===== src/idgs_pkg.sv =====
package idgs_pkg;

	// mesh and sweep limits
	localparam int MAX_POINTS = 64;
	localparam int PT_W       = 6;
	localparam int CNT_W      = 7;
	localparam int MAX_SWEEPS = 5;
	localparam int SWEEP_W    = 3;

	// field and register widths
	localparam int VAL_W   = 32;
	localparam int SIGMA_W = 32;
	localparam int THETA_W = 17;
	localparam int COEF_W  = 35;
	localparam int NUM_W   = 40;
	localparam int WIDE_W  = 48;
	localparam int CFG_IDX_W = 2;

	// fixed-point constants
	localparam logic [THETA_W-1:0] THETA_ONE  = 17'd65536;
	localparam logic [CNT_W-1:0]   MIN_POINTS = 7'd3;
	localparam logic [CNT_W-1:0]   TOP_POINTS = 7'd64;
	localparam logic [COEF_W-1:0]  ONE_Q24    = 35'd16777216;
	localparam logic [63:0]        CONV_LIMIT = 64'd4294;
	localparam logic signed [WIDE_W-1:0] NUM_LIMIT = 48'sd274877906944;

	// configuration register indexes
	typedef enum logic [CFG_IDX_W-1:0] {
		REG_SIGMA  = 2'd0,
		REG_THETA  = 2'd1,
		REG_POINTS = 2'd2
	} cfg_reg_t;

	// input opcodes
	typedef enum logic {
		OP_LOAD = 1'b0,
		OP_STEP = 1'b1
	} opcode_t;

	// multiply unit modes
	typedef enum logic {
		MAC_RAW = 1'b0,
		MAC_Q24 = 1'b1
	} mac_mode_t;

	function automatic logic signed [31:0] sat32(input logic signed [WIDE_W-1:0] v);
		if (v > 48'sd2147483647)
			return 32'sh7FFF_FFFF;
		else if (v < -48'sd2147483648)
			return 32'sh8000_0000;
		else
			return v[31:0];
	endfunction

	function automatic logic [31:0] abs32(input logic signed [31:0] v);
		logic [32:0] t;
		t = v[31] ? (33'd0 - {v[31], v}) : {v[31], v};
		return t[31:0];
	endfunction

	function automatic logic [31:0] mag_clamp32(input logic signed [WIDE_W-1:0] v);
		logic [WIDE_W-1:0] m;
		m = v[WIDE_W-1] ? (48'd0 - v) : v;
		return (m > 48'h0000_FFFF_FFFF) ? 32'hFFFF_FFFF : m[31:0];
	endfunction

	function automatic logic [63:0] sat_add64(input logic [63:0] a, input logic [63:0] b);
		logic [64:0] s;
		s = {1'b0, a} + {1'b0, b};
		return s[64] ? 64'hFFFF_FFFF_FFFF_FFFF : s[63:0];
	endfunction

endpackage


===== src/idgs_sqrt.sv =====
module idgs_sqrt (
	input  logic        clk,
	input  logic        arst_n,
	input  logic        start,
	input  logic [63:0] x,
	output logic        done,
	output logic [31:0] root
);
	import idgs_pkg::*;

	localparam logic [4:0] LAST_STEP = 5'd31;

	logic        busy_q;
	logic [4:0]  cnt_q;
	logic [63:0] x_q;
	logic [32:0] rem_q;
	logic [31:0] root_q;
	logic        done_q;
	logic [33:0] rem_s;
	logic [33:0] trial;
	logic        ge;
	logic [33:0] rem_n;

	assign rem_s = {rem_q[31:0], x_q[63:62]};
	assign trial = {root_q, 2'b01};
	assign ge    = rem_s >= trial;
	assign rem_n = ge ? (rem_s - trial) : rem_s;

	// digit-by-digit square root, two radicand bits a cycle, rounded down
	always_ff @(posedge clk or negedge arst_n) begin
		if (!arst_n) begin
			busy_q <= 1'b0;
			cnt_q  <= '0;
			x_q    <= '0;
			rem_q  <= '0;
			root_q <= '0;
			done_q <= 1'b0;
		end else begin
			done_q <= 1'b0;
			if (!busy_q) begin
				if (start) begin
					x_q    <= x;
					rem_q  <= '0;
					root_q <= '0;
					cnt_q  <= '0;
					busy_q <= 1'b1;
				end
			end else begin
				x_q    <= {x_q[61:0], 2'b00};
				rem_q  <= rem_n[32:0];
				root_q <= {root_q[30:0], ge};
				cnt_q  <= cnt_q + 5'd1;
				if (cnt_q == LAST_STEP) begin
					busy_q <= 1'b0;
					done_q <= 1'b1;
				end
			end
		end
	end

	assign done = done_q;
	assign root = root_q;

endmodule


===== config.mk =====
export PLATFORM = sky130hd
export DESIGN_NAME = idgs_sqrt
export DESIGN_NICKNAME = d
export VERILOG_FILES = /design/src/idgs_pkg.sv /design/src/idgs_sqrt.sv
export SDC_FILE = /design/constraint.sdc
export NUM_CORES = 1
export LEC_CHECK = 0
export BUFFER_PORTS_ARGS = -buffer_cell sky130_fd_sc_hd__buf_2
export CAP_MARGIN = 10
export CELL_PAD_IN_SITES_DETAIL_PLACEMENT = 0
export CELL_PAD_IN_SITES_GLOBAL_PLACEMENT = 1
export CORE_ASPECT_RATIO = 1.5
export CORE_MARGIN = 4
export CORE_UTILIZATION = 40
export DETAILED_ROUTE_END_ITERATION = 8
export PLACE_DENSITY_LB_ADDON = 0.1
export SYNTH_ARGS = -nofsm -noshare
export SYNTH_HDL_FRONTEND = slang
export SYNTH_SLANG_ARGS = --single-unit

===== constraint.sdc =====
create_clock -name clk -period 4.37 [get_ports clk]
set_clock_uncertainty 0.05 [all_clocks]
set_input_delay 0.6555 -clock clk [delete_from_list [all_inputs] [get_ports clk]]
set_output_delay 0.6555 -clock clk [all_outputs]
set_load 0.005 [all_outputs]

==> impl_results.md, run 1 <==
- Status: finished clean
- Critical Path End Type: flop
- Core area: 0.0192 mm2
- Longest Clk Path Bufs: 2
- CP max-delay cell: a21oi_2
- DIE WIDTH: 122 um
- Tmin final: 3440 ps
- HP Class: in -> async
- GRT Resource Usage Total: 0.192
- Final #Nets: 1034
- Crit-path max FO: 10
- Final antenna-violating net count: 0
- Initial Util: 0.408
- Syn nets: approximately 970
- Vias/cell: 5.50
- Number of H-tree levels: 4
- RSZ-0062 raised after global routing: false
- Adder-cell share of the synthesized area: 0.0573
- Fill cells: 1929
- Tcrit/Tclk final: 0.788
- Dpl hpwl: 14.2 mm
- Simple-Gate Fraction of Synth Area: 0.135
- Finish-stage setup viols: 0
- Worst EP arrival: 3670 ps
- Worst hold margin: 211 ps
- Largest net degree at the start of global routing: 93
- Max VDD drop: 0.290 mV
- Worst-margin pin slew: 887 ps
- Clock transition at path regs: 60 ps
- DR vias: 6598
- Yosys warns: 0
- Sequential element share of the synthesized area: 0.430
- Average size of a mapped cell: ~9.1 um2
- Die Ht: around 180 um
- Final Hold Viols: 0
- Cell taking the most area after synthesis: dfrtp_1
- CTS buffer count: 17
- Final Wtd Congestion: 0.864
- PD cells: approximately 930 mW/mm2
- Pleak: 4.38 nW
- Commonest non-fill, non-tap cell in the layout: nand2_1
- Clk_lat worst skew: 430 ps
- Rel. slew slack: 0.408
- Fmax: 290 MHz
- Design Area, Final: 0.00913 mm2
- #FFs+latches synth: 135
- Ports: 100
- First-pass GRT wire length: 34.4 mm
- Xor/xnor share of the synthesized area: 0.0256
- I/O Buffers: 99
- Post-Syn Instances: about 860
- Worst path top cell family by delay: compound AO/OA/AOI/OAI gates
- Cell Chain, Critical Path: inv_1 > ha_1 > nand4_2 > nor4_2 > o2bb2ai_1 > a21oi_1 > o21ba_1 > a21oi_2 > buf_4 > mux2i_1 > o22ai_1
- Post-synthesis mux area share: 0.106
- Clock sinks: 135
- Total of max-cap violations: 0
- P&R area growth vs syn: 16.2%
- Commonest cells after routing, fill and taps aside: nand2_1 (150), dfrtp_1 (134), buf_2 (97), o21ai_0 (84), mux2i_1 (83)
- CTS root buf: clkbuf_16
- Antenna violations before repair: 0
- Distinct cell type count after synthesis: 58
- Row count: 62
- Critical Path Source Type: flop
- Wire per inst: 16.9 um
- DR iter-0 viols: 364
- Placed inst area: 0.00849 mm2
- Detailed Routing Iterations Pass 1: 5
- Slew Viols, Final: 0
- Total gr overflow: 0
- Routed WL: 20.3 mm
- Ant. Diodes: 0
- Die ar.: around 0.022 mm2
- Post-synth top flop: dfrtp_1
- Crit path largest cell delay: 620 ps
- # resized after CTS: 0
- Top cells by area, synth: dfrtp_1 (43%), mux2i_1 (11%), nand2_1 (7.2%)
- Req. time, crit path: 4600 ps
- Number of flops mapped to enable cells by yosys: 0
- Setup TNS: 0 ps
- Worst setup path class: reg -> reg
- Asr flop ratio synth: 1.00
- Share of cells above drive strength 1: 0.158
- WP buf/inv: 2
- Main combinational cell family by area after synthesis: compound AO/OA/AOI/OAI gates
- Postcts setup bufs: 0
- # DRC: 0
- Post-CTS Hold Buffers: 0
- CTS tree: yes
- Post-Synthesis Cell Area: 0.00786 mm2
- Yosys top cell area share: 0.430
- Via count of the first global-routing pass: 6990
- Compound-cell area share of the yosys netlist: 0.191
-- Yosys cell counts (all sizes together), types with 2 or more instances --
cell and count:
nand3 22, buf 18, o31ai 34, or3 3, and3 5, a31oi 8, dfrtp 135, nor4 2
a32oi 2, mux2i 83, o211ai 5, nand4 9, a21oi 50, inv 42, o221ai 2, a21o 11
o21ai 85, o2bb2ai 2, a31o 2, o31a 3, a41oi 2, clkbuf 41, o22ai 15, ha 36
xnor2 14, nand2 151, nor3 7, nor2b 5, xor2 9, a22o 2, nand2b 2, o2111ai 3
o21a 8, nor2 26, or2 2, nor3b 2
-- cell type report --
type	count	area (um2)	share of cell area
clock buffers	19	443	0.0485
clock inverters	12	190	0.0208
inverters	42	158	0.0173
multi-input cells	627	4050	0.444
flip-flops and latches	135	3380	0.371
well taps	256	320	0.0351
repair buffers	108	584	0.0640
-- power breakdown --
group          switching [W]  internal (W)
clock               0.000594      0.000979
sequential          0.000381       0.00179
combinational        0.00274       0.00204
-- path summary, 6_finish.rpt --
check / end / slack (ps) / start / cells past startpoint
max: rem_q[14] / 930 / root[19] / 11
min: root[10] / 210 / arst_n / 1
max reg2reg: rem_q[14] / 930 / root[19] / 11
min reg2reg: x_q[43] / 440 / x_q[41] / 2
max in group asynchronous: x_q[22] / 3130 / arst_n / 2
min in group clk: x_q[43] / 440 / x_q[41] / 2
-- per-layer routing --
metal	track usage	up-vias	routed length (um)
met5	0	-	0
met4	0.0731	0	522
met3	0.0519	41	1050
met2	0.334	141	10500
met1	0.224	3216	8220
li1	-	3200	-
-- per-stage QoR --
stage	utilization	power (W)	setup WS, ps	cells
after global routing	0.474	0.00929	610	1199
final	0.474	0.00852	927	1199
after floorplan	-	0.00583	1660	863
after global placement	0.442	0.00688	995	1168
after CTS	0.474	0.00861	894	1199
after detailed placement	0.442	0.00700	907	1168
-- state kept, by name (all words and copies together) (netlist names) --
signal / cells
cnt_q: 5
rem_q: 32
done: 1
root: 32
busy_q: 1
x_q: 64
-- kinds of logic after synthesis --
logic type / Yosys count
buffers and inverters: 101
xor gates and xnor gates: 23
muxes: 83
AOI/OAI and AO/OA: 244
and+or+nand+nor: 241
DFF: 135
adders and majority gates: 36
(Power assumes the default switching activity.)
==> run 2, diff against run 1 <==
- ABC_AREA: unset -> 1
- clock period: 4.37 -> 3.5 ns (I/O delays scaled with it)
==> run 2 against run 1 <==
Effect of this change:
- power is 38% higher
- global-route usage is 2.7 points higher
- clock power is 18% higher
- cell area is 5.7% higher
- via count is 15% higher
- wire length is 23% higher
- maximum frequency is 31% higher
- setup slack worse by 51 ps
==> impl_results.md, run 2 <==
- Number of H-tree levels: 4
- First-pass GRT wire length: 40.0 mm
- CP max-delay cell: ha_1
- Sequential element share of the synthesized area: 0.406
- # resized after CTS: 0
- Setup Slack @ Placement: just under 900 ps
- Tmin final: between 2000 and 3000 ps
- Biggest register: x_q
- Worst hold margin: 36.3 ps
- CTS tree: yes
- Row count: 64
- Max VDD drop: ~0.43 mV
- Metal3 WL: 1.01 mm
- RSZ-0062 raised after global routing: false
- Total of max-cap violations: 0
- DR vias: 7607
- Reg2reg setup slack: 880 ps
- Top cells by area, synth: dfrtp_1 (41%), nand2_1 (21%), inv_1 (7.7%)
- # DRC: 0
- Met1 WL: 9.72 mm
- Yosys warns: 0
- Antenna violations before repair: 0
- Setup TNS: 0 ps
- Adder-cell share of the synthesized area: 0.0542
- Cell taking the most area after synthesis: dfrtp_1
- GRT Resource Usage Total: 0.219
- Final #Nets: 1358
- Tcrit/Tclk final: 0.750
- Yosys top cell area share: 0.406
- Max FFs per register: 64
- Slew Viols, Final: 0
- Final antenna-violating net count: 0
- Distinct cell type count after synthesis: 37
- P&R area growth vs syn: 16.0%
- Post-CTS Hold Buffers: 0
- Wire per inst: 16.2 um
- Via count of the first global-routing pass: just under 8000
- Vias/cell: 4.97
- Req. time, crit path: between 3000 and 4000 ps
- Worst-margin pin slew: 1020 ps
- Simple-Gate Fraction of Synth Area: 0.330
- R2R Path Start: root[7]
- Post-synth top flop: dfrtp_1
- Die Ht: between 150 and 200 um
- CTS buffer count: 17
- Met2 WL: 13.3 mm
- Post-synth top cells: nand2_1 (467), inv_1 (171), dfrtp_1 (135), nand3_1 (92), nor2_1 (43)
- Final Wtd Congestion: slightly below 0.9
- Cell Chain, Critical Path: inv_1 > ha_1 > nand2_1 > inv_1 > nand2_1 > nand2_1 > inv_1 > nand3_2 > nand2_1 > nand2_1 > nand2_4 > buf_4 > nand3b_1 > nand3_1 > nand2_1
- Commonest cells after routing, fill and taps aside: nand2_1 (467), inv_1 (170), dfrtp_1 (134), buf_2 (98), nand3_1 (92)
- Clock sinks: 135
- Reg2Reg Depth: 15
- Largest net degree at the start of global routing: 85
- Clock transition at path regs: 70 ps
- FF-to-FF End: rem_q[22]
- I/O Buffers: 99
- Crit-path max FO: 16
- Critical Path End Type: flop
- Xor/xnor share of the synthesized area: 0.0147
- Post-Synthesis Cell Area: 0.00832 mm2
- Initial Util: 0.407
- DIE WIDTH: 126 um
- Worst EP arrival: 2900 ps
- Finish-stage setup viols: 0
- Total gr overflow: 0
- Postcts setup bufs: 0
- DR iter-0 viols: between 300 and 400
- Number of flops mapped to enable cells by yosys: 0
- Compound-cell area share of the yosys netlist: 0.0943
- Pleak: 5.35 nW
- Die ar.: 0.0232 mm2
- Ant. Diodes: 0
- Longest Clk Path Bufs: 2
- HP Class: in -> async
- Ports: 100
- CTS root buf: clkbuf_16
- Status: finished clean
- Routed WL: 24.9 mm
- Critical Path Source Type: flop
- Clk_lat worst skew: 430 ps
- Syn nets: 1271
- Dpl hpwl: ~19 mm
- Most numerous cell in the Yosys netlist: nand2_1
- Final Worst Setup Slack: 876 ps
- Crit path largest cell delay: 360 ps
- Post-synthesis mux area share: 0
- Core area: 0.0204 mm2
- Share of cells above drive strength 1: 0.123
- Rel. slew slack: 0.316
- #FFs+latches synth: 135
- PD cells: 1220 mW/mm2
- Asr flop ratio synth: 1.00
- Highest metal used: met4
- Post-Syn Instances: 1168
- Fill cells: 2218
- Worst setup path class: reg -> reg
- CP most frequent cell: nand2_1
- Fmax: ~380 MHz
- Average size of a mapped cell: between 7 and 8 um2
- Commonest non-fill, non-tap cell in the layout: nand2_1
- Final Hold Viols: 0
- Detailed Routing Iterations Pass 1: 5
- Main combinational cell family by area after synthesis: simple AND/OR/NAND/NOR gates
-- run 2: changes by cell type after synthesis, sizes merged, moves of 14 or more --
cell    previous run  this run
a22oi              0        42
nand3             22        94
o21ai             85        17
clkbuf            41        25
nand3b             1        15
nor2              26        47
o22ai             15        31
o31ai             34         0
inv               42       171
nand2            151       475
a21oi             50        17
mux2i             83         0
-- run 2: cells by family after synthesis --
kind of cell               after synthesis
and+or+nand+nor                        649
buffers and inverters                  214
DFF                                    135
AOI/OAI and AO/OA                      120
adders and majority gates               36
xor gates and xnor gates                14
-- run 2: area by class of cell --
| class | instances | area [um2] | share of cell area |
|---|---|---|---|
| Inverter | 172 | 646 | 0.0669 |
| Timing Repair Buffer | 110 | 597 | 0.0619 |
| Tap cell | 264 | 330 | 0.0342 |
| Clock inverter | 8 | 125 | 0.0130 |
| Sequential cell | 135 | 3380 | 0.350 |
| Multi-Input combinational cell | 819 | 4110 | 0.426 |
| Clock buffer | 22 | 464 | 0.0481 |
-- run 2: worst max path at each step --
stage	startpoint	to	slack [ps]
floorplan	root[23]	rem_q[14]	1460
global placement	rem_q[22]	rem_q[30]	900
detailed placement	root[7]	rem_q[22]	890
CTS	root[7]	rem_q[22]	870
global route	root[7]	rem_q[22]	710
finish	root[7]	rem_q[22]	880
-- run 2: routing by layer --
metal,vias to the layer above,track usage
met3,44,0.0383
li1,3880,-
met1,3513,0.244
met4,0,0.0919
met5,-,0
met2,170,0.411
-- run 2: worst max-delay path: cells and delay by family, from the launching register on --
family / cells / cell delay (ps)
fa+ha+maj: 1 / 360
buf+inv: 4 / 500
flops: 1 / 340
simple gates: 10 / 1270
-- run 2: through the flow --
step	instances	area, um2	util	power [W]
final	1530	9650	0.473	0.0118
after detailed placement	1500	9060	0.444	0.0100
after CTS	1530	9650	0.473	0.0119
after global placement	1500	9060	0.444	0.00999
after floorplan	1168	8320	-	0.00808
after global routing	1530	9650	0.473	0.0130
-- run 2: power by group --
group | leakage [nW] | internal, W | total, W | switching, W
Combinational | 3.36 | 0.00260 | 0.00722 | 0.00462
Sequential | 1.70 | 0.00230 | 0.00271 | 0.000413
Clock | 0.286 | 0.00115 | 0.00185 | 0.000699
==> run 3, diff against run 2 <==
- ABC_AREA: 1 -> 0
- clock period: 3.5 -> 2.3 ns (I/O delays scaled with it)
==> run 3 against run 2 <==
Effect of this change:
- the flow now finishes with violations (setup timing)
- sequential power rose by 49%
- global-route usage down 0.44 points
- critical path depth is 4 lower
- non-clock buffer count up 205
- first-iteration DRC count fell by 4.8%
- power is 90% higher
- die area shrank 5.3%
- sequential cell count unchanged
- utilization grew 12 points
- critical endpoint is now rem_q[14]
==> impl_results.md, run 3 (same netlist as run 1, synthesis figures left out) <==
- Final Worst Setup Slack: -297 ps
- Critical Path End Type: flop
- Antenna violations before repair: 0
- Final antenna-violating net count: 0
- Ports: 100
- Fmax: 385 MHz
- Finish-stage setup viols: 33
- Highest metal used: met4
- Clk_lat worst skew: ~430 ps
- Placed inst area: 0.0100 mm2
- Tmin final: 2600 ps
- DR iter-0 viols: 355
- Biggest register: x_q
- DR vias: 7339
- Power Total: approximately 0.022 W
- Metal3 WL: 839 um
- Commonest cells after routing, fill and taps aside: buf_4 (201), nand2_1 (141), dfrtp_1 (134), buf_2 (97), mux2i_1 (78)
- Routed WL: 22.9 mm
- First-pass GRT wire length: 38.5 mm
- Clock sinks: 135
- Crit-path max FO: 5
- Pleak: around 5.5 nW
- Total of max-cap violations: 0
- WP buf/inv: 2
- HP Class: in -> reg
- Cell Chain, Critical Path: ha_4 > nand4_4 > nor4_4 > o2bb2ai_2 > a21oi_2 > o21ba_4 > a21oi_4 > buf_6 > buf_16 > mux2i_1 > o22ai_1
- Crit path largest cell delay: 420 ps
- Share of cells above drive strength 1: 0.382
- Final Hold Viols: 0
- Worst-margin pin slew: approximately 700 ps
- Die Ht: 180 um
- Clock transition at path regs: 70 ps
- # DRC: 0
- Status: finished, violations left
- Final Non-Filler Cells: 1408
- Commonest non-fill, non-tap cell in the layout: buf_4
- PD cells: between 1500 and 2000 mW/mm2
- Tcrit/Tclk final: 1.13
- Final #Nets: between 1000 and 1500
- Met2 WL: between 10 and 15 mm
- Total gr overflow: 0
- Worst EP arrival: 2850 ps
- CTS buffer count: 17
- Die ar.: 0.0220 mm2
- Largest net degree at the start of global routing: between 100 and 150
- Crit path capture: rem_q[14]
- I/O Buffers: 99
- Rel. slew slack: 0.532
- Reg2Reg Depth: 11
- Row count: 62
- Final Wtd Congestion: roughly 0.87
- Slew Viols, Final: 0
- CTS tree: yes
- GRT Resource Usage Total: 0.215
- Design Area, Final: 0.0114 mm2
- CP startpoint: rem_q[16]
- Cell count after placement: about 1300
- R2R Path Start: rem_q[16]
- Longest Clk Path Bufs: 2
- Req. time, crit path: 2560 ps
- DIE WIDTH: roughly 120 um
- Wire per inst: 16.3 um
- Core area: 0.0192 mm2
- Worst hold margin: approximately 120 ps
- Initial Util: 0.408
- Detailed Routing Iterations Pass 1: 4
- Max FFs per register: 64
- Reg2reg setup slack: -300 ps
- Via count of the first global-routing pass: 7916
- CP max-delay cell: dfrtp_1
- Number of H-tree levels: 4
- Worst setup path class: reg -> reg
- P&R area growth vs syn: 45.5%
- Met1 WL: 9.23 mm
- RSZ-0062 raised after global routing: true
- Ant. Diodes: 0
- Worst path top cell family by delay: compound AO/OA/AOI/OAI gates
- WP depth: 11
- FF-to-FF End: rem_q[14]
- Max VDD drop: ~0.96 mV
- Failing checks: setup timing
- Vias/cell: 5.21
- Critical Path Source Type: flop
- Dpl hpwl: between 15 and 20 mm
- CTS root buf: clkbuf_16
- Setup Slack @ Placement: -512 ps
## run 3: cell count changes in the layout (fill, tap and decap cells not counted), sizes merged, moves of 68 or more
cell   before  now
o21ai      17   85
inv       171   49
buf       110  314
nand3      94   22
mux2i       0   83
nand2     475  151
## run 3: layout make-up
| class | count | area (um2) |
|---|---|---|
| multi-input cells | 628 | 4700 |
| flip-flops and latches | 135 | 3380 |
| fillers | 1756 | 7810 |
| inverters | 42 | 158 |
| repair buffers | 315 | 2270 |
| clock inverters | 14 | 165 |
| clock buffers | 18 | 429 |
| well taps | 256 | 320 |
## run 3: worst min-delay path, stage by stage
cell and delay (ps):
buf_2 70, mux2i_1 50, nor2_1 80
## run 3: routing by layer
layer	up-vias	global-route usage
met5	-	0
met4	0	0.0816
met3	38	0.0381
met2	131	0.385
met1	3542	0.251
li1	3628	-
## run 3: where the power goes
part           internal [W]  total, W  switching (W)
logic               0.00814    0.0156        0.00743
clock network       0.00163   0.00283        0.00120
registers           0.00340   0.00404       0.000648
## run 3: stage by stage
step,util,TNS [ps]
after global placement,0.521,-11460
final,0.594,-7140
after floorplan,-,-7050
after CTS,0.584,-7900
after detailed placement,0.521,-12670
after global routing,0.594,-10710
## run 3: worst min-delay path by stage
stage          depth (start not counted)    from  endpoint
3_3_place_gp                           1  arst_n  root[10]
2_1_floorplan                          0  arst_n    busy_q
4_1_cts                                3    x[1]    x_q[1]
5_1_grt                                3    x[1]    x_q[1]
6_report                               3    x[1]    x_q[1]
3_5_place_dp                           1  arst_n  root[10]
## run 3: what timing repair did
action | in CTS | in global routing
setup endpoints to repair | 33 | 33
buffers inserted | 17 | 12
endpoints found under the hold margin | 40 | 0
resized for setup | 72 | 37
pin swaps | 23 | 27
cloned | 4 | 0
hold buffers | 1 | 0
