`src/idgs_pkg.sv`:
```
package idgs_pkg;

	// mesh and sweep limits
	localparam int MAX_POINTS = 64;
	localparam int PT_W       = 6;
	localparam int CNT_W      = 7;
	localparam int MAX_SWEEPS = 5;
	localparam int SWEEP_W    = 3;

	// field and register widths
	localparam int VAL_W   = 32;
	localparam int SIGMA_W = 32;
	localparam int THETA_W = 17;
	localparam int COEF_W  = 35;
	localparam int NUM_W   = 40;
	localparam int WIDE_W  = 48;
	localparam int CFG_IDX_W = 2;

	// fixed-point constants
	localparam logic [THETA_W-1:0] THETA_ONE  = 17'd65536;
	localparam logic [CNT_W-1:0]   MIN_POINTS = 7'd3;
	localparam logic [CNT_W-1:0]   TOP_POINTS = 7'd64;
	localparam logic [COEF_W-1:0]  ONE_Q24    = 35'd16777216;
	localparam logic [63:0]        CONV_LIMIT = 64'd4294;
	localparam logic signed [WIDE_W-1:0] NUM_LIMIT = 48'sd274877906944;

	// configuration register indexes
	typedef enum logic [CFG_IDX_W-1:0] {
		REG_SIGMA  = 2'd0,
		REG_THETA  = 2'd1,
		REG_POINTS = 2'd2
	} cfg_reg_t;

	// input opcodes
	typedef enum logic {
		OP_LOAD = 1'b0,
		OP_STEP = 1'b1
	} opcode_t;

	// multiply unit modes
	typedef enum logic {
		MAC_RAW = 1'b0,
		MAC_Q24 = 1'b1
	} mac_mode_t;

	function automatic logic signed [31:0] sat32(input logic signed [WIDE_W-1:0] v);
		if (v > 48'sd2147483647)
			return 32'sh7FFF_FFFF;
		else if (v < -48'sd2147483648)
			return 32'sh8000_0000;
		else
			return v[31:0];
	endfunction

	function automatic logic [31:0] abs32(input logic signed [31:0] v);
		logic [32:0] t;
		t = v[31] ? (33'd0 - {v[31], v}) : {v[31], v};
		return t[31:0];
	endfunction

	function automatic logic [31:0] mag_clamp32(input logic signed [WIDE_W-1:0] v);
		logic [WIDE_W-1:0] m;
		m = v[WIDE_W-1] ? (48'd0 - v) : v;
		return (m > 48'h0000_FFFF_FFFF) ? 32'hFFFF_FFFF : m[31:0];
	endfunction

	function automatic logic [63:0] sat_add64(input logic [63:0] a, input logic [63:0] b);
		logic [64:0] s;
		s = {1'b0, a} + {1'b0, b};
		return s[64] ? 64'hFFFF_FFFF_FFFF_FFFF : s[63:0];
	endfunction

endpackage

```
`src/idgs_div.sv`:
```
module idgs_div (
	input  logic                               clk,
	input  logic                               arst_n,
	input  logic                               start,
	input  logic signed [idgs_pkg::NUM_W-1:0]  num,
	input  logic [idgs_pkg::COEF_W-1:0]        den,
	output logic                               done,
	output logic signed [31:0]                 quo
);
	import idgs_pkg::*;

	localparam int DVD_W = 63;
	localparam logic [5:0] LAST_STEP = 6'(DVD_W - 1);

	logic              busy_q;
	logic [5:0]        cnt_q;
	logic [DVD_W-1:0]  dvd_q;
	logic [COEF_W-1:0] rem_q;
	logic [COEF_W-1:0] den_q;
	logic              neg_q;
	logic              done_q;
	logic signed [31:0] quo_q;
	logic [NUM_W-1:0]  mag;
	logic [COEF_W:0]   shifted;
	logic              ge;
	logic [COEF_W:0]   rem_n;
	logic [DVD_W-1:0]  qfin;

	assign mag     = num[NUM_W-1] ? (40'd0 - num) : num;
	assign shifted = {rem_q, dvd_q[DVD_W-1]};
	assign ge      = shifted >= {1'b0, den_q};
	assign rem_n   = ge ? (shifted - {1'b0, den_q}) : shifted;
	assign qfin    = {dvd_q[DVD_W-2:0], ge};

	// restoring division, one quotient bit a cycle; dividend carries +den/2 for rounding
	always_ff @(posedge clk or negedge arst_n) begin
		if (!arst_n) begin
			busy_q <= 1'b0;
			cnt_q  <= '0;
			dvd_q  <= '0;
			rem_q  <= '0;
			den_q  <= '0;
			neg_q  <= 1'b0;
			done_q <= 1'b0;
			quo_q  <= '0;
		end else begin
			done_q <= 1'b0;
			if (!busy_q) begin
				if (start) begin
					dvd_q  <= {mag[38:0], 24'd0} + {29'd0, den[COEF_W-1:1]};
					rem_q  <= '0;
					den_q  <= den;
					neg_q  <= num[NUM_W-1];
					cnt_q  <= '0;
					busy_q <= 1'b1;
				end
			end else begin
				rem_q <= rem_n[COEF_W-1:0];
				dvd_q <= qfin;
				cnt_q <= cnt_q + 6'd1;
				if (cnt_q == LAST_STEP) begin
					busy_q <= 1'b0;
					done_q <= 1'b1;
					if (neg_q)
						quo_q <= (qfin > 63'd2147483648) ? 32'sh8000_0000
						                                 : (32'd0 - qfin[31:0]);
					else
						quo_q <= (qfin > 63'd2147483647) ? 32'sh7FFF_FFFF : qfin[31:0];
				end
			end
		end
	end

	assign done = done_q;
	assign quo  = quo_q;

endmodule

```
`config.mk`:
```
export PLATFORM = sky130hd
export DESIGN_NAME = idgs_div
export DESIGN_NICKNAME = d
export VERILOG_FILES = /design/src/idgs_pkg.sv /design/src/idgs_div.sv
export SDC_FILE = /design/constraint.sdc
export NUM_CORES = 1
export LEC_CHECK = 0
export ABC_CLOCK_PERIOD_IN_PS = 13900
export CAP_MARGIN = 15
export CORE_MARGIN = 2
export CORE_UTILIZATION = 70
export CTS_CLUSTER_DIAMETER = 50
export DETAILED_ROUTE_END_ITERATION = 12
export DONT_BUFFER_PORTS = 1
export PLACE_DENSITY = 0.86
export SYNTH_ARGS = -nofsm -noshare
export SYNTH_HDL_FRONTEND = slang
export SYNTH_SLANG_ARGS = --single-unit
```
`constraint.sdc`:
```
create_clock -name clk -period 13.9 [get_ports clk]
set_input_delay 1.39 -clock clk [delete_from_list [all_inputs] [get_ports clk]]
set_output_delay 1.39 -clock clk [all_outputs]
set_load 0.05 [all_outputs]
```
==> run metrics, run 1 <==
number of flops mapped to enable cells by yosys 0; most used flip-flop cell after synthesis dfrtp_1; Pre-antenna DRT Iters 5; Root Driver clkbuf_16; antenna violations before repair 1; clock sink count 174; Max Slew Vio Count 0; chip width 137 um; Async S/R FF share, synth 1.00; port bufs 0; WL final 31600 um; Vias 11200; initial DRC count about 1100; Max-Slew Margin vs Limit 0.247; vias in the first global route around 11000; sequential element share of the synthesized area 0.351; DP Worst Slack 8.37 ns; clock buffer depth 2; Via density approximately 6.7; Placed Area between 10000 and 15000 sq um; Syn. warnings 0; H-Tree Depth 4; DRC violations left 0; Boundary Pins 111; total power draw 3.39 mW; HPWL after detailed placement 22200 um; DRT antenna net count 0; GP Congestion 0.935; nets@finish 1560; fill count roughly 1300; status finished, final reports clean; flop-to-flop setup slack 8.18 ns; Synth Net Count about 1600; highest clock rate 175 MHz; Setup crit start kind flip-flop; Placed Cells 1636; Tightest Pin Transition around 1.1 ns; core area 17300 sq um; min setup slack post-route 8.18 ns; WP data arrival between 6 and 7 ns; final std cells w/o fill 1669; period utilisation layout 0.411; first-pass GRT wire length 51800 um; Syn Area/Cell 8.31 sq um; Lkg Pwr 5.50 nW; CP Data Required Time 14.21 ns; crit path capture quo[8]; Die Area 18800 sq um; worst-skew pair later-pin latency 0.44 ns; pin count of the biggest net entering global routing 175; pwr dens 261 nW/um^2; Crit. End Element flip-flop; Starting Density 0.716; Clk pin slew, worst setup/hold paths around 0.07 ns; Site Rows 48; CTS Hold Bufs 0; Total Neg Setup Slack 0 ns; area leader, netlist dfrtp_1; Tmin final about 5.7 ns; Critical Path Source dvd_q[62]; synth unique cells 77; r2r startpoint dvd_q[62]; Cells after Synth 1492; # Max-Cap Violations 0; Yosys reg bits ~170; post-CTS sizing 0; grt total ovfl 0; Final Hold Vio Count 0; CTS tree yes; Area Overhead vs Synth 4.74%; clock skew 0.00847 ns; worst setup path class reg2reg; Worst R2R Path Depth 18; WL/cell about 19 um; die height about 140 um; worst hold path class reg2reg; RSZ-0062 raised after global routing false; overall global routing resource usage 0.346; Peak VDD IR 0.181 mV; layout cells sized above 1 0.0499; area share of the largest cell type after synthesis 0.351; number of CTS-inserted buffers 17; final instance area 13000 sq um; final core utilization 0.750; final setup fails 0; R2R Path End quo[8]; Mapped Area 12400 sq um; Max Fanout on Critical Path 62; Synth area leaders dfrtp_1 (35%), o21ai_0 (6.6%), nand2_1 (5.2%); hold_ws 0.497 ns; postcts setup bufs 0
[sequential cells by signal (all words and copies together) (netlist names)]
register / flops
quo: 32
den_q: 35
done: 1
cnt_q: 6
busy_q: 1
dvd_q: 63
neg_q: 1
rem_q: 35
[synth_stat cells (7+ instances only)]
master,instances
nor4_1,18
a32oi_1,7
nor3b_1,26
xor2_1,37
inv_1,63
or3_1,16
dfrtp_1,174
nor2_1,108
a31oi_1,21
a211oi_1,19
a21oi_1,88
clkbuf_1,75
o21ai_1,8
nor2b_1,13
nand2_1,171
mux2i_1,43
xnor2_1,59
or2_2,7
ha_1,50
a21o_1,22
nor3_1,38
nand4_1,14
or4_1,9
a2111oi_0,12
and3_1,14
nand2b_1,27
o31ai_1,19
nand3_1,34
o21ai_0,163
a22o_1,24
[per-layer routing]
layer  up-vias  GRT usage  wire (um)
li1       5272          -          -
met1      5243      0.423      12400
met2       568      0.570      15100
met3       107     0.0919       3010
met4         0      0.165       1160
met5         -          0          0
[kinds of logic (layout without fill, tap and decap cells)]
kind of cell	count (synthesis)	after routing	share of synthesized area
flip-flops	174	174	0.351
AO/OA/AOI/OAI	451	451	0.230
buffers and inverters	150	101	0.0470
multiplexers	45	45	0.0366
XOR/XNOR	96	96	0.0679
AND/OR/NAND/NOR	524	524	0.213
adder cells (fa/ha/maj)	52	52	0.0537
other	0	1	0
[how the worst min path moves through the flow]
| stage | from | end | depth (start not counted) |
|---|---|---|---|
| CTS | cnt_q[5] | cnt_q[5] | 1 |
| floorplan | cnt_q[5] | cnt_q[5] | 1 |
| global placement | den_q[0] | den_q[0] | 2 |
| detailed placement | cnt_q[5] | cnt_q[5] | 1 |
| finish | cnt_q[5] | cnt_q[5] | 1 |
| global route | den_q[0] | den_q[0] | 2 |
[placed cells by master (no fill, tap or decap), types with 18 or more instances in the layout]
master,synthesis,routed
nand2_1,171,171
nand3_1,34,34
ha_1,50,50
nor3b_1,26,26
o31ai_1,19,19
a31oi_1,21,21
dfrtp_1,174,173
xor2_1,37,37
inv_1,63,63
mux2i_1,43,43
nor4_1,18,18
o21ai_0,163,163
nor3_1,38,38
a21o_1,22,22
a21oi_1,88,88
xnor2_1,59,59
nor2_1,108,106
a211oi_1,19,19
a22o_1,24,24
nand2b_1,27,27
[final cells by class]
type	count	area, sq um	share of cell area
Multi-Input combinational cell	1168	7470	0.575
Clock inverter	15	168	0.0129
Timing Repair Buffer	5	37.5	0.00289
Antenna cell	1	2.50	0.000193
Tap cell	225	282	0.0217
Sequential cell	174	4360	0.336
Clock buffer	17	425	0.0328
Inverter	64	240	0.0185
[worst max-delay path: stages, from the launching register on]
cell and delay, ns:
dfrtp_1 0.34, inv_1 0.06, ha_1 0.23, fa_1 0.43, nor2b_1 0.19, nor2_1 0.05
o21ai_0 0.47, a2111oi_2 0.19, o31ai_1 0.31, or2_2 0.53, inv_2 0.53, ha_1 0.44
nand3_1 0.15, or3_4 0.19, nor2b_4 0.06, o211ai_2 0.77, nor3b_1 0.10, a2111oi_0 0.47
nor2_1 0.07
[power breakdown]
group | switching (mW) | internal (mW) | total (mW) | leakage, nW
registers | 0.439 | 0.774 | 1.21 | 2.08
logic | 0.938 | 0.749 | 1.69 | 3.14
clock network | 0.230 | 0.256 | 0.486 | 0.286
No activity file was read; power rests on OpenSTA's default activity.
==> inputs of run 2 (changes only) <==
--- a/config.mk
+++ b/config.mk
@@ -5,14 +5,14 @@
 export SDC_FILE = /design/constraint.sdc
 export NUM_CORES = 1
 export LEC_CHECK = 0
-export ABC_CLOCK_PERIOD_IN_PS = 13900
+export ABC_CLOCK_PERIOD_IN_PS = 5500
 export CAP_MARGIN = 15
 export CORE_MARGIN = 2
-export CORE_UTILIZATION = 70
+export CORE_UTILIZATION = 65
 export CTS_CLUSTER_DIAMETER = 50
 export DETAILED_ROUTE_END_ITERATION = 12
 export DONT_BUFFER_PORTS = 1
-export PLACE_DENSITY = 0.86
+export PLACE_DENSITY = 0.81
 export SYNTH_ARGS = -nofsm -noshare
 export SYNTH_HDL_FRONTEND = slang
 export SYNTH_SLANG_ARGS = --single-unit
==> constraint.sdc (replaced) <==
create_clock -name clk -period 5.5 [get_ports clk]
set_input_delay 0.55 -clock clk [delete_from_list [all_inputs] [get_ports clk]]
set_output_delay 0.55 -clock clk [all_outputs]
set_load 0.05 [all_outputs]
==> run metrics, run 2 (synthesized netlist as in run 1, its figures left out) <==
Largest Register dvd_q; P_sw 4.00 mW (+150%); final setup fails 0 (unchanged); H-Tree Depth 4 (unchanged); layout cells sized above 1 0.0531 (+0.00324); Global Route met3 Usage 0.0851 (-0.00672); Placed Cells 1650 (+0.86%); Lkg Pwr 5.53 nW (+0.49%); GR met2 Demand/Resource 0.514 (-0.0553); Peak VDD IR 0.316 mV (+75%); Top delay family on crit path compound AO/OA/AOI/OAI gates; postcts setup bufs 0 (unchanged); max reg flops 63 (unchanged); # Max-Cap Violations 0 (unchanged); clock buffer depth 2 (unchanged); worst setup path class reg2reg; pin count of the biggest net entering global routing 175 (unchanged); Seq pwr share 0.357 (about the same); commonest non-fill, non-tap cells in the layout dfrtp_1 (173), nand2_1 (171), o21ai_0 (163); final core utilization 0.698 (-0.0524); fill count 1505 (+17%); nets@finish 1566 (+0.38%); Vias 11000 (-1.5%); vias in the first global route 10500 (-1.5%); combinational group share of total power 0.500 (+0.002); Boundary Pins 111 (unchanged); Pre-antenna DRT Iters 5 (unchanged); Max Fanout on Critical Path 18 (-71%); grt total ovfl 0 (unchanged); worst-skew pair later-pin latency 0.43 ns (about the same); worst hold path class in2async; Slowest-stage cell, CP o211ai_2; CTS tree yes; biggest regs dvd_q (63), den_q (35), rem_q (35); Sw Share 0.467 (-0.00697); Crit. End Element flip-flop; commonest non-fill, non-tap cell in the layout dfrtp_1; overall global routing resource usage 0.316 (-0.0300); number of CTS-inserted buffers 17 (unchanged); Power Internal 4.56 mW (+160%); Setup crit start kind flip-flop; WL/cell 18.8 um (-0.68%); DP Worst Slack 0.841 ns (-7.53 ns); DRC violations left 0 (unchanged); hold_ws 0.0626 ns (-0.435 ns); Tmin final 4.70 ns (-1.02 ns); DRT antenna net count 0 (unchanged); final std cells w/o fill 1683 (+0.84%); clock skew 0.00919 ns (+0.000714 ns); final instance area 13100 sq um (+0.59%); total power draw 8.56 mW (+150%); period utilisation layout 0.855 (+0.443); chip width 142 um (+3.7%); Placed Area 12400 sq um (+0.39%); Tightest Pin Transition 0.977 ns (-0.144 ns); Die Area 20200 sq um (+7.5%); Area Overhead vs Synth 5.35%; Max Slew Vio Count 0 (unchanged); core area 18700 sq um (+8.1%); pwr dens 656 nW/um^2 (+150%); WP data arrival 5.01 ns (-1.02 ns); GP Congestion 0.928 (-0.72%); first-pass GRT wire length 51600 um (-0.41%); antenna violations before repair 0 (-1); Clk pwr share 0.143 (about the same); WL final 31700 um (+0.15%); clock sink count 174 (unchanged); status finished, final reports clean; number of diodes 0 (-1); Starting Density 0.662 (-0.0540); highest clock rate 213 MHz (+22%); critical-path cell list inv_1 > ha_1 > fa_1 > nor2b_1 > nor2_1 > o21ai_0 > a2111oi_2 > o31ai_1 > or2_2 > inv_2 > ha_1 > nand3_1 > or3_4 > nor2b_4 > o211ai_2 > nor3b_1 > a2111oi_0 > nor2_1; RSZ-0062 raised after global routing false; Root Driver clkbuf_16; initial DRC count 858 (-20%); Via density 6.55 (-2.3%); HPWL after detailed placement 22200 um (-0.15%); port bufs 0 (unchanged); GR peak layer met2; GR Util met1 0.398 (-0.0247); Clk pin slew, worst setup/hold paths 0.07 ns (about the same); min setup slack post-route 0.799 ns (-7.38 ns); CP peak stage delay 0.67 ns (-0.10 ns); Final Hold Vio Count 0 (unchanged); Total Neg Setup Slack 0 ns (unchanged); Site Rows 50 (+4.2%); CP Data Required Time 5.80 ns (-8.41 ns); die height 142 um (+3.7%); Max-Slew Margin vs Limit 0.349 (+0.101); Buf/Inv on CP 2 (unchanged)
## run 2: cell count changes in the layout (fill, tap and decap cells not counted), sizes merged
cell / previous run / this run
clkinv: 3 / 0
clkinvlp: 2 / 5
inv: 73 / 70
clkbuf: 17 / 19
buf: 5 / 11
bufinv: 1 / 2
diode: 1 / 0
## run 2: cell type report
type	count	area (sq um)	share of cell area
well taps	234	293	0.0224
flip-flops and latches	174	4360	0.334
inverters	64	240	0.0184
multi-input cells	1168	7470	0.572
clock buffers	19	443	0.0339
repair buffers	11	103	0.00786
clock inverters	13	153	0.0117
## run 2: power by group through the flow
stage	sequential, mW	clock (mW)	combinational (mW)
floorplan	2.74	0	3.56
global placement	3.03	0	4.02
detailed placement	3.05	0	4.17
CTS	3.03	1.24	4.26
global route	3.13	1.29	4.81
finish	3.05	1.23	4.28
## run 2: timing repair
| item | CTS | global route |
|---|---|---|
| endpoints found under the hold margin | 174 | 0 |
| resized for setup | 0 | 0 |
| hold buffers | 1 | 0 |
## run 2: final timing paths
path	start	endpoint	slack, ns	cells past startpoint
max	dvd_q[62]	quo[24]	0.80	18
min	arst_n	den_q[6]	0.06	1
max in group asynchronous	arst_n	busy_q	4.61	1
min in group clk	den[28]	den_q[28]	0.24	2
min reg2reg	den_q[0]	den_q[0]	0.50	2
max reg2reg	dvd_q[62]	quo[24]	0.80	18
## run 2: metal layers
layer	routed length (um)	up-vias
met5	0	-
met4	1030	0
met3	2830	81
met2	15000	467
met1	12800	5206
li1	-	5272
==> inputs of run 3 (changes only) <==
--- a/config.mk
+++ b/config.mk
@@ -7,12 +7,14 @@
 export LEC_CHECK = 0
 export ABC_CLOCK_PERIOD_IN_PS = 5500
 export CAP_MARGIN = 15
+export CELL_PAD_IN_SITES_DETAIL_PLACEMENT = 1
+export CELL_PAD_IN_SITES_GLOBAL_PLACEMENT = 2
 export CORE_MARGIN = 2
-export CORE_UTILIZATION = 65
+export CORE_UTILIZATION = 39
 export CTS_CLUSTER_DIAMETER = 50
 export DETAILED_ROUTE_END_ITERATION = 12
 export DONT_BUFFER_PORTS = 1
-export PLACE_DENSITY = 0.81
+export PLACE_DENSITY_LB_ADDON = 0.1
 export SYNTH_ARGS = -nofsm -noshare
 export SYNTH_HDL_FRONTEND = slang
 export SYNTH_SLANG_ARGS = --single-unit
==> run metrics, run 3 (synthesized netlist as in run 1, its figures left out) <==
initial DRC count 430 (-50%); CP Data Required Time 5.82 ns (+0.02 ns); highest clock rate 205 MHz (-3.4%); WP data arrival 5.19 ns (+0.18 ns); Tmin final 4.87 ns (+0.167 ns); Max-Slew Margin vs Limit 0.255 (-0.0936); antenna violations before repair 1 (+1); first-pass GRT wire length 63100 um (+22%); Total Neg Setup Slack 0 ns (unchanged); grt total ovfl 0 (unchanged); Sw Share 0.482 (+0.0146); Boundary Pins 111 (unchanged); Final Hold Vio Count 0 (unchanged); pwr dens 653 nW/um^2 (-0.50%); Largest Register dvd_q; worst setup path class reg2reg; Die Area 33200 sq um (+65%); port bufs 0 (unchanged); critical-path cell list inv_1 > ha_1 > fa_1 > nor2b_1 > nor2_1 > o21ai_0 > a2111oi_2 > o31ai_1 > or2_2 > inv_2 > ha_1 > nand3_1 > or3_4 > nor2b_4 > o211ai_2 > nor3b_1 > a2111oi_0 > nor2_1; final setup fails 0 (unchanged); number of diodes 0 (unchanged); period utilisation layout 0.885 (+0.0303); core area 31400 sq um (+68%); Crit. End Element flip-flop; Slowest-stage cell, CP o211ai_2; Max Slew Vio Count 0 (unchanged); Root Driver clkbuf_16; combinational group share of total power 0.508 (+0.008); CP peak stage delay 0.85 ns (+0.18 ns); Seq pwr share 0.348 (-0.009); Pre-antenna DRT Iters 5 (unchanged); Starting Density 0.395 (-0.268); commonest non-fill, non-tap cells in the layout dfrtp_1 (173), nand2_1 (171), o21ai_0 (163); Site Rows 65 (+30%); Tightest Pin Transition 1.11 ns (+0.137 ns); Clk pwr share 0.144 (about the same); Area Overhead vs Synth 7.38%; Buf/Inv on CP 2 (unchanged); clock buffer depth 2 (unchanged); worst hold path class in2async; clock sink count 174 (unchanged); Setup crit start kind flip-flop; RSZ-0062 raised after global routing false; nets@finish 1569 (+0.19%); HPWL after detailed placement 27500 um (+24%); number of CTS-inserted buffers 17 (unchanged); Peak VDD IR 0.253 mV (-20%); hold_ws 0.142 ns (+0.0793 ns); flop-to-flop setup slack 0.63 ns (-0.17 ns); worst-skew pair later-pin latency 0.45 ns (+0.02 ns); GP Congestion 0.832 (-10%); Max Fanout on Critical Path 22 (+4); WL/cell 20.8 um (+11%); vias in the first global route 11300 (+8.1%); P_sw 4.19 mW (+4.6%); max reg flops 63 (unchanged); chip width 182 um (+28%); DP Worst Slack 0.618 ns (-0.223 ns); final core utilization 0.424 (-0.274); clock skew 0.0188 ns (+0.00964 ns); DRC violations left 0 (unchanged); H-Tree Depth 4 (unchanged); pin count of the biggest net entering global routing 175 (unchanged); Vias 10800 (-2.2%); Clk pin slew, worst setup/hold paths 0.07 ns (about the same); postcts setup bufs 0 (unchanged); post-CTS sizing 0 (unchanged); Power Internal 4.50 mW (-1.4%); WL final 38600 um (+22%); Top delay family on crit path compound AO/OA/AOI/OAI gates; commonest non-fill, non-tap cell in the layout dfrtp_1; layout cells sized above 1 0.0558 (+0.00265); biggest regs dvd_q (63), den_q (35), rem_q (35); DRT antenna net count 0 (unchanged); Via density 5.82 (-11%); die height 182 um (+28%); # Max-Cap Violations 0 (unchanged); min setup slack post-route 0.632 ns (-0.167 ns); CTS tree yes; status finished, final reports clean; Lkg Pwr 5.57 nW (+0.67%); CTS Hold Bufs 1 (unchanged); overall global routing resource usage 0.238 (-0.0786)
run 3: cell count changes in the layout (fill, tap and decap cells not counted), moves of 2 or more:
cell	change
clkinv_8	+5
clkinvlp_4	-5
clkinv_4	+4
inv_6	-4
buf_4	+3
inv_8	+3
bufinv_16	-2
run 3: stage by stage:
step	instances	power [mW]	instance area [sq um]
2_1_floorplan	1492	6.30	12400
3_3_place_gp	1821	7.33	12700
3_5_place_dp	1821	7.43	12700
4_1_cts	1854	8.77	13300
5_1_grt	1854	9.50	13300
6_report	1854	8.68	13300
run 3: path summary, 6_finish.rpt:
| kind | to | cells past startpoint | from |
|---|---|---|---|
| worst max-delay path | quo[18] | 18 | dvd_q[62] |
| worst min-delay path | rem_q[11] | 1 | arst_n |
| worst max register to register | quo[18] | 18 | dvd_q[62] |
| worst min register to register | den_q[0] | 2 | den_q[0] |
| max in group asynchronous | busy_q | 1 | arst_n |
| min in group clk | den_q[11] | 2 | den[11] |
run 3: area by class of cell:
type	count	area (sq um)
well taps	402	503
multi-input cells	1168	7470
clock inverters	14	170
repair buffers	14	125
inverters	64	240
clock buffers	18	439
fillers	3720	18100
flip-flops and latches	174	4360
run 3: worst reg2reg max path: stages (launching register included):
cell and delay (ns):
dfrtp_1 0.34, inv_1 0.06, ha_1 0.23, fa_1 0.42, nor2b_1 0.18, nor2_1 0.06, o21ai_0 0.47, a2111oi_2 0.22
o31ai_1 0.40, or2_2 0.20, inv_2 0.04, ha_1 0.23, nand3_1 0.16, or3_4 0.20, nor2b_4 0.06, o211ai_2 0.85
nor3b_1 0.10, a2111oi_0 0.46, nor2_1 0.08
run 3: per-layer routing:
| layer | part of all wire | vias up | track usage |
|---|---|---|---|
| li1 | - | 5276 | - |
| met1 | 0.45 | 5319 | 0.303 |
| met2 | 0.49 | 164 | 0.416 |
| met3 | 0.047 | 26 | 0.0515 |
| met4 | 0.0094 | 2 | 0.0452 |
| met5 | 0.00034 | - | 0 |
run 3: power by group through the flow:
stage	registers, mW	logic, mW	clock network, mW
after detailed placement	3.05	4.38	0
after global routing	3.12	5.04	1.34
final	3.02	4.41	1.25
after global placement	3.03	4.30	0
after floorplan	2.74	3.56	0
after CTS	3.03	4.45	1.29
